### src/sv/blfa_pkg.sv
// ----------------------------------------------------------------------------
// blfa_pkg: shared types and constants for the battery level block
// Field widths, breakpoint register layout, and the sideband word that
// travels with each sample through the divider pipeline.
// ----------------------------------------------------------------------------
`default_nettype none

package blfa_pkg;

  // default table size handed to the top level
  localparam int BREAKPOINTS_DEF = 8;

  // field widths
  localparam int ADC_W     = 16;  // sample and breakpoint ADC value
  localparam int LVL_RAW_W = 8;   // level byte in a breakpoint register
  localparam int LVL_W     = 7;   // saturated level, 0..100
  localparam int BP_W      = 24;  // one breakpoint register
  localparam int SEG_W     = 3;   // segment index
  localparam int CFG_IDX_W = 4;   // config register index

  // datapath widths
  localparam int DIFF_W = ADC_W + 1;       // signed ADC difference
  localparam int SPAN_W = LVL_W + 1;       // signed level span
  localparam int PROD_W = DIFF_W + SPAN_W; // signed product
  localparam int NUM_W  = 23;              // |product| <= 65535 * 100
  localparam int DEN_W  = ADC_W;           // |ADC span| <= 65535

  localparam logic [LVL_W-1:0] LEVEL_MAX = 7'd100;
  localparam logic [LVL_W-1:0] LEVEL_CRIT = 7'd1;

  // per-sample control carried alongside the division
  typedef struct packed {
    logic [LVL_W-1:0] fl;        // lower breakpoint level
    logic [LVL_W-1:0] top;       // level of entry 0, upper clamp
    logic [SEG_W-1:0] seg;       // chosen segment
    logic             den_zero;  // zero-width segment
    logic             neg;       // quotient sign is negative
  } side_t;

  // level byte saturated at 100
  function automatic logic [LVL_W-1:0] sat_level(input logic [LVL_RAW_W-1:0] v);
    logic [LVL_W-1:0] res;
    if (v > LVL_RAW_W'(LEVEL_MAX)) begin
      res = LEVEL_MAX;
    end else begin
      res = v[LVL_W-1:0];
    end
    return res;
  endfunction

endpackage

`default_nettype wire

### src/sv/blfa_front.sv
// ----------------------------------------------------------------------------
// blfa_front: segment search, operand fetch, product and sign split
// Five register stages: input, search, operand select with differences,
// signed multiply, magnitude and sign for the unsigned divider.
// ----------------------------------------------------------------------------
`default_nettype none

module blfa_front #(
  parameter int BREAKPOINTS = blfa_pkg::BREAKPOINTS_DEF
) (
  input  wire logic                                        clk,
  input  wire logic                                        rst_n,
  input  wire logic                                        in_valid,
  input  wire logic [blfa_pkg::ADC_W-1:0]                  in_sample,
  input  wire logic [BREAKPOINTS-1:0][blfa_pkg::BP_W-1:0]  bp,
  output logic                                             out_valid,
  output logic [blfa_pkg::NUM_W-1:0]                       out_num,
  output logic [blfa_pkg::DEN_W-1:0]                       out_den,
  output blfa_pkg::side_t                                  out_side
);

  localparam int IDX_W = (BREAKPOINTS > 1) ? $clog2(BREAKPOINTS) : 1;
  localparam int ADC_LSB = blfa_pkg::LVL_RAW_W;
  localparam logic [blfa_pkg::SEG_W-1:0] SEG_LAST = blfa_pkg::SEG_W'(BREAKPOINTS - 1);
  localparam logic [blfa_pkg::SEG_W-1:0] SEG_MAX  = blfa_pkg::SEG_W'(BREAKPOINTS - 2);

  // stage 0: input word
  logic                          v0_r;
  logic [blfa_pkg::ADC_W-1:0]    s0_r;

  always_ff @(posedge clk) begin
    if (!rst_n) begin
      v0_r <= 1'b0;
    end else begin
      v0_r <= in_valid;
    end
  end

  always_ff @(posedge clk) begin
    if (in_valid) begin
      s0_r <= in_sample;
    end
  end

  // stage 1: segment search, all compares in parallel then priority pick
  logic [blfa_pkg::SEG_W-1:0] seg1_nxt;
  logic [blfa_pkg::SEG_W-1:0] seg1_r;
  logic [blfa_pkg::ADC_W-1:0] s1_r;
  logic                       v1_r;

  always_comb begin
    seg1_nxt = SEG_LAST;
    for (int i = BREAKPOINTS - 2; i >= 0; i--) begin
      if (s0_r >= bp[i][blfa_pkg::BP_W-1:ADC_LSB] ||
          s0_r >  bp[i+1][blfa_pkg::BP_W-1:ADC_LSB]) begin
        seg1_nxt = blfa_pkg::SEG_W'(i);
      end
    end
    // at or above the top, or below the bottom, take precedence
    if (s0_r >= bp[0][blfa_pkg::BP_W-1:ADC_LSB]) begin
      seg1_nxt = '0;
    end else if (s0_r < bp[BREAKPOINTS-1][blfa_pkg::BP_W-1:ADC_LSB]) begin
      seg1_nxt = SEG_LAST;
    end
    // the last entry has no lower partner
    if (seg1_nxt > SEG_MAX) begin
      seg1_nxt = SEG_MAX;
    end
  end

  always_ff @(posedge clk) begin
    if (!rst_n) begin
      v1_r <= 1'b0;
    end else begin
      v1_r <= v0_r;
    end
  end

  always_ff @(posedge clk) begin
    s1_r   <= s0_r;
    seg1_r <= seg1_nxt;
  end

  // stage 2: fetch both breakpoints, form differences
  logic [blfa_pkg::SEG_W-1:0]          seg_lo;
  logic [blfa_pkg::BP_W-1:0]           up_bp;
  logic [blfa_pkg::BP_W-1:0]           lo_bp;
  logic [blfa_pkg::ADC_W-1:0]          ra;
  logic [blfa_pkg::ADC_W-1:0]          fa;
  logic [blfa_pkg::LVL_W-1:0]          rl;
  logic [blfa_pkg::LVL_W-1:0]          fl;
  logic signed [blfa_pkg::DIFF_W-1:0]  dsub2_nxt;
  logic signed [blfa_pkg::DIFF_W-1:0]  den2_nxt;
  logic signed [blfa_pkg::SPAN_W-1:0]  lspan2_nxt;
  blfa_pkg::side_t                     side2_nxt;

  logic signed [blfa_pkg::DIFF_W-1:0]  dsub2_r;
  logic signed [blfa_pkg::DIFF_W-1:0]  den2_r;
  logic signed [blfa_pkg::SPAN_W-1:0]  lspan2_r;
  blfa_pkg::side_t                     side2_r;
  logic                                v2_r;

  always_comb begin
    seg_lo     = seg1_r + 1'b1;
    up_bp      = bp[seg1_r[IDX_W-1:0]];
    lo_bp      = bp[seg_lo[IDX_W-1:0]];
    ra         = up_bp[blfa_pkg::BP_W-1:ADC_LSB];
    fa         = lo_bp[blfa_pkg::BP_W-1:ADC_LSB];
    rl         = blfa_pkg::sat_level(up_bp[ADC_LSB-1:0]);
    fl         = blfa_pkg::sat_level(lo_bp[ADC_LSB-1:0]);
    dsub2_nxt  = signed'({1'b0, s1_r}) - signed'({1'b0, fa});
    den2_nxt   = signed'({1'b0, ra}) - signed'({1'b0, fa});
    lspan2_nxt = signed'({1'b0, rl}) - signed'({1'b0, fl});
    side2_nxt.fl       = fl;
    side2_nxt.top      = blfa_pkg::sat_level(bp[0][ADC_LSB-1:0]);
    side2_nxt.seg      = seg1_r;
    side2_nxt.den_zero = (ra == fa);
    side2_nxt.neg      = 1'b0;
  end

  always_ff @(posedge clk) begin
    if (!rst_n) begin
      v2_r <= 1'b0;
    end else begin
      v2_r <= v1_r;
    end
  end

  always_ff @(posedge clk) begin
    dsub2_r  <= dsub2_nxt;
    den2_r   <= den2_nxt;
    lspan2_r <= lspan2_nxt;
    side2_r  <= side2_nxt;
  end

  // stage 3: signed product (sample - fa) * (rl - fl)
  logic signed [blfa_pkg::PROD_W-1:0]  prod3_nxt;
  logic signed [blfa_pkg::PROD_W-1:0]  prod3_r;
  logic signed [blfa_pkg::DIFF_W-1:0]  den3_r;
  blfa_pkg::side_t                     side3_r;
  logic                                v3_r;

  assign prod3_nxt = blfa_pkg::PROD_W'(dsub2_r) * blfa_pkg::PROD_W'(lspan2_r);

  always_ff @(posedge clk) begin
    if (!rst_n) begin
      v3_r <= 1'b0;
    end else begin
      v3_r <= v2_r;
    end
  end

  always_ff @(posedge clk) begin
    prod3_r <= prod3_nxt;
    den3_r  <= den2_r;
    side3_r <= side2_r;
  end

  // stage 4: magnitudes and quotient sign
  logic [blfa_pkg::PROD_W-1:0]  num_abs;
  logic [blfa_pkg::DIFF_W-1:0]  den_abs;
  blfa_pkg::side_t              side4_nxt;
  logic [blfa_pkg::NUM_W-1:0]   num4_r;
  logic [blfa_pkg::DEN_W-1:0]   den4_r;
  blfa_pkg::side_t              side4_r;
  logic                         v4_r;

  always_comb begin
    num_abs = prod3_r[blfa_pkg::PROD_W-1] ? unsigned'(-prod3_r) : unsigned'(prod3_r);
    den_abs = den3_r[blfa_pkg::DIFF_W-1] ? unsigned'(-den3_r) : unsigned'(den3_r);
    side4_nxt     = side3_r;
    side4_nxt.neg = prod3_r[blfa_pkg::PROD_W-1] ^ den3_r[blfa_pkg::DIFF_W-1];
  end

  always_ff @(posedge clk) begin
    if (!rst_n) begin
      v4_r <= 1'b0;
    end else begin
      v4_r <= v3_r;
    end
  end

  always_ff @(posedge clk) begin
    num4_r  <= num_abs[blfa_pkg::NUM_W-1:0];
    den4_r  <= den_abs[blfa_pkg::DEN_W-1:0];
    side4_r <= side4_nxt;
  end

  assign out_valid = v4_r;
  assign out_num   = num4_r;
  assign out_den   = den4_r;
  assign out_side  = side4_r;

endmodule

`default_nettype wire

### src/sv/blfa_div.sv
// ----------------------------------------------------------------------------
// blfa_div: pipelined restoring divider, one quotient bit per stage
// Unsigned NUM_W by DEN_W division; the quotient bits shift into the
// numerator word. Sideband and valid travel with each stage.
// ----------------------------------------------------------------------------
`default_nettype none

module blfa_div (
  input  wire logic                          clk,
  input  wire logic                          rst_n,
  input  wire logic                          in_valid,
  input  wire logic [blfa_pkg::NUM_W-1:0]    in_num,
  input  wire logic [blfa_pkg::DEN_W-1:0]    in_den,
  input  wire blfa_pkg::side_t               in_side,
  output logic                               out_valid,
  output logic [blfa_pkg::NUM_W-1:0]         out_quo,
  output logic                               out_rem_nz,
  output blfa_pkg::side_t                    out_side
);

  localparam int STAGES = blfa_pkg::NUM_W;
  localparam int NW = blfa_pkg::NUM_W;
  localparam int DW = blfa_pkg::DEN_W;

  logic                  v_r    [STAGES];
  logic [DW-1:0]         rem_r  [STAGES];
  logic [NW-1:0]         nq_r   [STAGES];
  logic [DW-1:0]         d_r    [STAGES];
  blfa_pkg::side_t       side_r [STAGES];

  logic                  v_nxt    [STAGES];
  logic [DW-1:0]         rem_nxt  [STAGES];
  logic [NW-1:0]         nq_nxt   [STAGES];
  logic [DW-1:0]         d_nxt    [STAGES];
  blfa_pkg::side_t       side_nxt [STAGES];

  // each stage: shift in one numerator bit, subtract if it fits
  always_comb begin
    logic [DW-1:0]   rem_in;
    logic [NW-1:0]   nq_in;
    logic [DW:0]     trial;
    logic [DW:0]     diff;
    logic            fits;
    for (int k = 0; k < STAGES; k++) begin
      if (k == 0) begin
        v_nxt[k]    = in_valid;
        rem_in      = '0;
        nq_in       = in_num;
        d_nxt[k]    = in_den;
        side_nxt[k] = in_side;
      end else begin
        v_nxt[k]    = v_r[k-1];
        rem_in      = rem_r[k-1];
        nq_in       = nq_r[k-1];
        d_nxt[k]    = d_r[k-1];
        side_nxt[k] = side_r[k-1];
      end
      trial      = {rem_in, nq_in[NW-1]};
      diff       = trial - {1'b0, d_nxt[k]};
      fits       = (trial >= {1'b0, d_nxt[k]});
      rem_nxt[k] = fits ? diff[DW-1:0] : trial[DW-1:0];
      nq_nxt[k]  = {nq_in[NW-2:0], fits};
    end
  end

  always_ff @(posedge clk) begin
    if (!rst_n) begin
      for (int k = 0; k < STAGES; k++) begin
        v_r[k] <= 1'b0;
      end
    end else begin
      for (int k = 0; k < STAGES; k++) begin
        v_r[k] <= v_nxt[k];
      end
    end
  end

  always_ff @(posedge clk) begin
    for (int k = 0; k < STAGES; k++) begin
      rem_r[k]  <= rem_nxt[k];
      nq_r[k]   <= nq_nxt[k];
      d_r[k]    <= d_nxt[k];
      side_r[k] <= side_nxt[k];
    end
  end

  assign out_valid  = v_r[STAGES-1];
  assign out_quo    = nq_r[STAGES-1];
  assign out_rem_nz = (rem_r[STAGES-1] != '0);
  assign out_side   = side_r[STAGES-1];

endmodule

`default_nettype wire

### src/sv/blfa_fin.sv
// ----------------------------------------------------------------------------
// blfa_fin: floor correction, offset, clamp and result register
// Turns the unsigned quotient into a floored signed one, adds the lower
// level, clamps to [0, top] and flags a critical charge.
// ----------------------------------------------------------------------------
`default_nettype none

module blfa_fin (
  input  wire logic                          clk,
  input  wire logic                          rst_n,
  input  wire logic                          in_valid,
  input  wire logic [blfa_pkg::NUM_W-1:0]    in_quo,
  input  wire logic                          in_rem_nz,
  input  wire blfa_pkg::side_t               in_side,
  output logic                               out_valid,
  output logic [blfa_pkg::LVL_W-1:0]         out_level,
  output logic [blfa_pkg::SEG_W-1:0]         out_seg,
  output logic                               out_critical
);

  localparam int Q_W = blfa_pkg::NUM_W + 2;
  localparam int L_W = Q_W + 1;

  logic signed [Q_W-1:0]           q;
  logic signed [L_W-1:0]           lvl;
  logic signed [L_W-1:0]           top_s;
  logic [blfa_pkg::LVL_W-1:0]      level_nxt;

  logic                            valid_r;
  logic [blfa_pkg::LVL_W-1:0]      level_r;
  logic [blfa_pkg::SEG_W-1:0]      seg_r;
  logic                            crit_r;

  // floor: a negative quotient with a remainder steps one further down
  always_comb begin
    if (in_side.neg) begin
      q = -signed'({2'b00, in_quo} + Q_W'(in_rem_nz));
    end else begin
      q = signed'({2'b00, in_quo});
    end
    top_s = signed'(L_W'(in_side.top));
    lvl   = signed'(L_W'(in_side.fl)) + L_W'(q);
    if (in_side.den_zero) begin
      lvl = signed'(L_W'(in_side.fl));
    end
    if (lvl > top_s) begin
      level_nxt = in_side.top;
    end else if (lvl[L_W-1]) begin
      level_nxt = '0;
    end else begin
      level_nxt = lvl[blfa_pkg::LVL_W-1:0];
    end
  end

  always_ff @(posedge clk) begin
    if (!rst_n) begin
      valid_r <= 1'b0;
    end else begin
      valid_r <= in_valid;
    end
  end

  always_ff @(posedge clk) begin
    level_r <= level_nxt;
    seg_r   <= in_side.seg;
    crit_r  <= (level_nxt <= blfa_pkg::LEVEL_CRIT);
  end

  assign out_valid    = valid_r;
  assign out_level    = level_r;
  assign out_seg      = seg_r;
  assign out_critical = crit_r;

endmodule

`default_nettype wire

### src/sv/battery_level_from_adc_top.sv
// ----------------------------------------------------------------------------
// battery_level_from_adc_top: ADC sample to charge percentage
// Path from an accepted sample to the result strobe: 5 front stages, 23 divider
// stages, 1 result register. Throughput: one sample per cycle while busy is low;
// busy drops in the cycle after reset is released, results never stall.
// Reset: synchronous, clears the breakpoint table and all valid bits.
// ----------------------------------------------------------------------------
`default_nettype none

module battery_level_from_adc_top #(
  parameter int BREAKPOINTS = blfa_pkg::BREAKPOINTS_DEF
) (
  input  wire logic                              clk,
  input  wire logic                              rst_n,
  // sample channel
  input  wire logic                              start,
  output logic                                   busy,
  input  wire logic [blfa_pkg::ADC_W-1:0]        in_sample,
  // result channel
  output logic                                   out_valid,
  output logic [blfa_pkg::LVL_W-1:0]             out_level_percent,
  output logic [blfa_pkg::SEG_W-1:0]             out_segment_index,
  output logic                                   out_critical,
  // register write channel
  input  wire logic                              cfg_valid,
  output logic                                   cfg_ready,
  input  wire logic [blfa_pkg::CFG_IDX_W-1:0]    cfg_index,
  input  wire logic [blfa_pkg::BP_W-1:0]         cfg_data
);

  localparam int IDX_W = (BREAKPOINTS > 1) ? $clog2(BREAKPOINTS) : 1;

  logic                                        busy_r;
  logic [BREAKPOINTS-1:0][blfa_pkg::BP_W-1:0]  bp_r;
  logic                                        in_fire;

  logic                                        fr_valid;
  logic [blfa_pkg::NUM_W-1:0]                  fr_num;
  logic [blfa_pkg::DEN_W-1:0]                  fr_den;
  blfa_pkg::side_t                             fr_side;

  logic                                        dv_valid;
  logic [blfa_pkg::NUM_W-1:0]                  dv_quo;
  logic                                        dv_rem_nz;
  blfa_pkg::side_t                             dv_side;

  // busy only through reset
  always_ff @(posedge clk) begin
    if (!rst_n) begin
      busy_r <= 1'b1;
    end else begin
      busy_r <= 1'b0;
    end
  end

  assign busy      = busy_r;
  assign in_fire   = start && !busy_r;
  assign cfg_ready = 1'b1;

  // breakpoint table; writes past the table are dropped
  always_ff @(posedge clk) begin
    if (!rst_n) begin
      bp_r <= '0;
    end else if (cfg_valid && cfg_ready &&
                 cfg_index < blfa_pkg::CFG_IDX_W'(BREAKPOINTS)) begin
      bp_r[cfg_index[IDX_W-1:0]] <= cfg_data;
    end
  end

  blfa_front #(
    .BREAKPOINTS (BREAKPOINTS)
  ) u_front (
    .clk       (clk),
    .rst_n     (rst_n),
    .in_valid  (in_fire),
    .in_sample (in_sample),
    .bp        (bp_r),
    .out_valid (fr_valid),
    .out_num   (fr_num),
    .out_den   (fr_den),
    .out_side  (fr_side)
  );

  blfa_div u_div (
    .clk        (clk),
    .rst_n      (rst_n),
    .in_valid   (fr_valid),
    .in_num     (fr_num),
    .in_den     (fr_den),
    .in_side    (fr_side),
    .out_valid  (dv_valid),
    .out_quo    (dv_quo),
    .out_rem_nz (dv_rem_nz),
    .out_side   (dv_side)
  );

  blfa_fin u_fin (
    .clk          (clk),
    .rst_n        (rst_n),
    .in_valid     (dv_valid),
    .in_quo       (dv_quo),
    .in_rem_nz    (dv_rem_nz),
    .in_side      (dv_side),
    .out_valid    (out_valid),
    .out_level    (out_level_percent),
    .out_seg      (out_segment_index),
    .out_critical (out_critical)
  );

endmodule

`default_nettype wire

### config.mk
export PLATFORM = sky130hd
export DESIGN_NAME = battery_level_from_adc_top
export DESIGN_NICKNAME = d
export VERILOG_FILES = /design/src/sv/blfa_pkg.sv /design/src/sv/blfa_front.sv /design/src/sv/blfa_div.sv /design/src/sv/blfa_fin.sv /design/src/sv/battery_level_from_adc_top.sv
export SDC_FILE = /design/constraint.sdc
export NUM_CORES = 2
export LEC_CHECK = 0
export ABC_AREA = 1
export BUFFER_PORTS_ARGS = -buffer_cell sky130_fd_sc_hd__buf_4
export CAP_MARGIN = 30
export CELL_PAD_IN_SITES_DETAIL_PLACEMENT = 1
export CELL_PAD_IN_SITES_GLOBAL_PLACEMENT = 2
export CORE_UTILIZATION = 41
export DETAILED_ROUTE_END_ITERATION = 12
export HOLD_SLACK_MARGIN = 0.03
export PLACE_DENSITY = 0.76
export SLEW_MARGIN = 20
export SYNTH_ARGS = -nofsm -noshare
export SYNTH_HDL_FRONTEND = slang
export SYNTH_SLANG_ARGS = --single-unit
### constraint.sdc
create_clock -name clk -period 5.9 [get_ports clk]
set_input_delay 1.18 -clock clk [delete_from_list [all_inputs] [get_ports clk]]
set_output_delay 1.18 -clock clk [all_outputs]
set_load 0.05 [all_outputs]
==> flow_metrics.tcl <==
set metrics [dict create \
    rows 161 \
    cts.path.max_buffers 3 \
    slew_violations 0 \
    vias 55330 \
    core_area_mm2 0.1930 \
    fin_util_pct 47.22 \
    viasPerCell 4.893 \
    antenna_left 0 \
    clk-insertion-delay-late_ns 0.86 \
    synth_seq_cells 2131 \
    rsz0062_at_grt "false" \
    grt_pass1_wl_mm 319.1 \
    crit_end "u_front.prod3_r[24]" \
    tightest_slew_ns 0.9449 \
    ys.flop_type "dfxtp_1" \
    grt_use_total_pct 20.30 \
    num-fill-cells 21630 \
    wire_per_inst_um 17.65 \
    place_congestion 0.8130 \
    rrSetupSlack_ns 0.59 \
    cts-buffers-inserted 216 \
    hpwl_mm 149.8 \
    worst_ep_arrival_time_ns 6.00 \
    nets 9367 \
    hold_path_class "reg -> reg" \
    max_cap_viol_count 0 \
    fmax_ghz 0.1883 \
    status "completed" \
    synthesis.nets 9267 \
    area_delta_synth_final_pct 14.12 \
    grt_pass1_vias 59050 \
    startpoint_type "flip-flop" \
    path_class "reg -> reg" \
    max_stage_delay_ns 0.55 \
    rr_endpoint "u_front.prod3_r[24]" \
    critPathRequiredTime_ns 6.59 \
    critPathTopFamily "adder cells" \
    layout-drive-gt1-share_pct 7.140 \
    final-instance-count-excl-fill 11310 \
    fin_skew_ns 0.05539 \
    grt_overflow 0 \
    root_buffer "clkbuf_16" \
    layout_commonest_cell "dfxtp_1" \
    min_period_over_period_pct 89.99 \
    synth_async_sr_flop_share_pct 0 \
    first_pass_iters 6 \
    ff2ff_path_depth 21 \
    synth_cells 8496 \
    clk_pin_slew_worst_paths_ns 0.06 \
    slew_headroom_pct 36.78 \
    ys_seq_area_share_pct 53.63 \
    synth_edf_count 16 \
    worst-path-buf-inv 1 \
    drt_iter0_drc 2121 \
    h-tree-depth 4 \
    final_cell_mix "dfxtp_1 (2113), inv_1 (1060), a21oi_1 (1055), nand2_1 (953), nor2_1 (693)" \
    antenna_cells 0 \
    period_minus_slack_ns 5.309 \
    synth.distinct_cells 60 \
    io_buffers 60 \
    post_cts_buffers 0 \
    cp_max_fo 8 \
    crit_slowest_cell "fa_1" \
    grt_max_degree 144 \
    fin_setup_tns_ns 0 \
    drcViolationCount 0 \
    yosys_warnings 0 \
    netlist_area_mm2 0.07985 \
    end_kind "flip-flop" \
    dp_cells 10900 \
    crit_path_cell_trace "or2_2, fa_1, fa_1, inv_1, fa_1, fa_1, ha_1, nand2_1, nor2_1, a211oi_1, o21ai_0, nand3_1, nand2_1, nand3_1, nand2_1, nand3_1, nand2_1, a21oi_1, nor3_1, a2111oi_0, xor2_1" \
    hold_violations 0 \
    cts_tree "yes" \
    syn_area_per_cell_um2 9.398 \
    dieArea_mm2 0.1965 \
    hold_buffers 0 \
    worst-path-stages 21 \
    die_w_um 443.3 \
    initial_core_util_pct 41.38 \
    wl_mm 199.6 \
    r2r-start "u_front.dsub2_r[0]" \
    setup_violations 0 \
    antenna_found_initial 4 \
    die_height_um 443.3 \
    cts.sinks 2131 \
    setup.worst_path.start "u_front.dsub2_r[0]" \
    io_pins 62 \
]
==> sequential cells by signal, indices dropped and copies added (netlist names), 8 cells and up <==
register / cells
u_div.nq_r: 529
u_front.out_side: 19
u_front.den2_r: 17
u_div.rem_r: 368
u_front.den3_r: 17
u_div.d_r: 352
u_front.s0_r: 16
u_div.v_r: 23
u_div.side_r: 437
u_front.lspan2_r: 8
u_front.prod3_r: 24
u_front.side2_r: 18
bp_r: 192
u_front.out_den: 16
u_front.dsub2_r: 17
u_front.out_num: 23
u_front.side3_r: 18
u_front.s1_r: 16
==> cells by family after synthesis <==
logic type,Yosys count,share of synthesized area [%]
multiplexers,1,0.01254
adder cells (fa/ha/maj),723,12.60
other,1,0.004696
AO/OA/AOI/OAI,1800,11.97
buffers and inverters,1321,6.235
AND/OR/NAND/NOR,2137,11.35
XOR/XNOR,382,4.200
flip-flops,2131,53.63
==> layout make-up <==
type | count | area [µm²] | share of cell area [%]
Timing Repair Buffer | 127 | 1220 | 1.339
Multi-Input combinational cell | 5044 | 32080 | 35.21
Clock inverter | 115 | 1680 | 1.844
Clock buffer | 288 | 6116 | 6.712
Sequential cell | 2131 | 42830 | 47.00
Tap cell | 2526 | 3161 | 3.468
Inverter | 1076 | 4041 | 4.435
==> synthesized netlist by cell type, types with 11 or more instances <==
library cell	number	share of area, %
a211oi_1	11	0.10
a21o_1	11	0.10
a21oi_1	1055	6.6
a221oi_1	23	0.25
a311oi_1	17	0.19
a31oi_1	24	0.19
clkbuf_1	227	1.1
dfxtp_1	2115	53
edfxtp_1	16	0.60
fa_1	135	3.4
ha_1	588	9.2
inv_1	1064	5.0
nand2_1	956	4.5
nand2_2	29	0.23
nand3_1	221	1.4
nand3_2	12	0.15
nand4_1	58	0.45
nor2_1	694	3.3
nor2_2	16	0.13
nor2_4	13	0.18
nor3_1	63	0.39
nor4_1	34	0.27
o21ai_0	547	3.4
o21bai_1	50	0.47
or2_2	20	0.16
xnor2_1	180	2.0
xor2_1	201	2.2
==> worst min-delay path by stage <==
stage,start,slack (ns),depth (start not counted),to
final,u_div.side_r[0][23],0.27,0,u_div.side_r[0][42]
after global routing,u_div.side_r[0][23],0.28,0,u_div.side_r[0][42]
after CTS,u_div.side_r[0][23],0.26,0,u_div.side_r[0][42]
after detailed placement,u_div.nq_r[0][107],0.31,0,u_div.nq_r[0][131]
after global placement,u_div.side_r[1][42],0.31,0,u_div.side_r[1][61]
after floorplan,u_div.nq_r[0][76],0.31,0,u_div.nq_r[0][100]
==> worst reg2reg max path, cell delays in order (launching register included) <==
cell       delay (ns)
dfxtp_1          0.39
or2_2            0.34
fa_1             0.51
fa_1             0.55
inv_1            0.07
fa_1             0.51
fa_1             0.49
ha_1             0.36
nand2_1          0.08
nor2_1           0.04
a211oi_1         0.29
o21ai_0          0.20
nand3_1          0.10
nand2_1          0.08
nand3_1          0.07
nand2_1          0.08
nand3_1          0.07
nand2_1          0.11
a21oi_1          0.25
nor3_1           0.07
a2111oi_0        0.41
xor2_1           0.12
==> per-stage QoR <==
step	hold slack [ns]	area, µm²	setup slack (ns)
5_1_grt	0.2779	91120	0.001455
3_3_place_gp	0.3095	82910	0.3358
4_1_cts	0.2618	91050	0.3847
3_5_place_dp	0.3132	83250	0.4614
6_report	0.2726	91120	0.5906
2_1_floorplan	0.3096	79850	0.7947
==> timing repair <==
action                                  4_1_cts  5_1_grt
endpoints found under the hold margin         0        0
gates resized for setup                       0        4
endpoints found under the setup margin        0        3
==> metal layers <==
| metal | part of all wire (%) | wire [µm] | vias up | GRT usage, % |
|---|---|---|---|---|
| li1 | - | - | 27840 | - |
| met1 | 42 | 84630 | 26710 | 23.49 |
| met2 | 53 | 105500 | 495 | 38.65 |
| met3 | 2.3 | 4689 | 287 | 2.686 |
| met4 | 2.4 | 4800 | 0 | 5.525 |
| met5 | 0 | 0 | - | 0 |
Power is not shown: default switching activity piles up to over one toggle a cycle in this logic, so the estimate is an artifact.
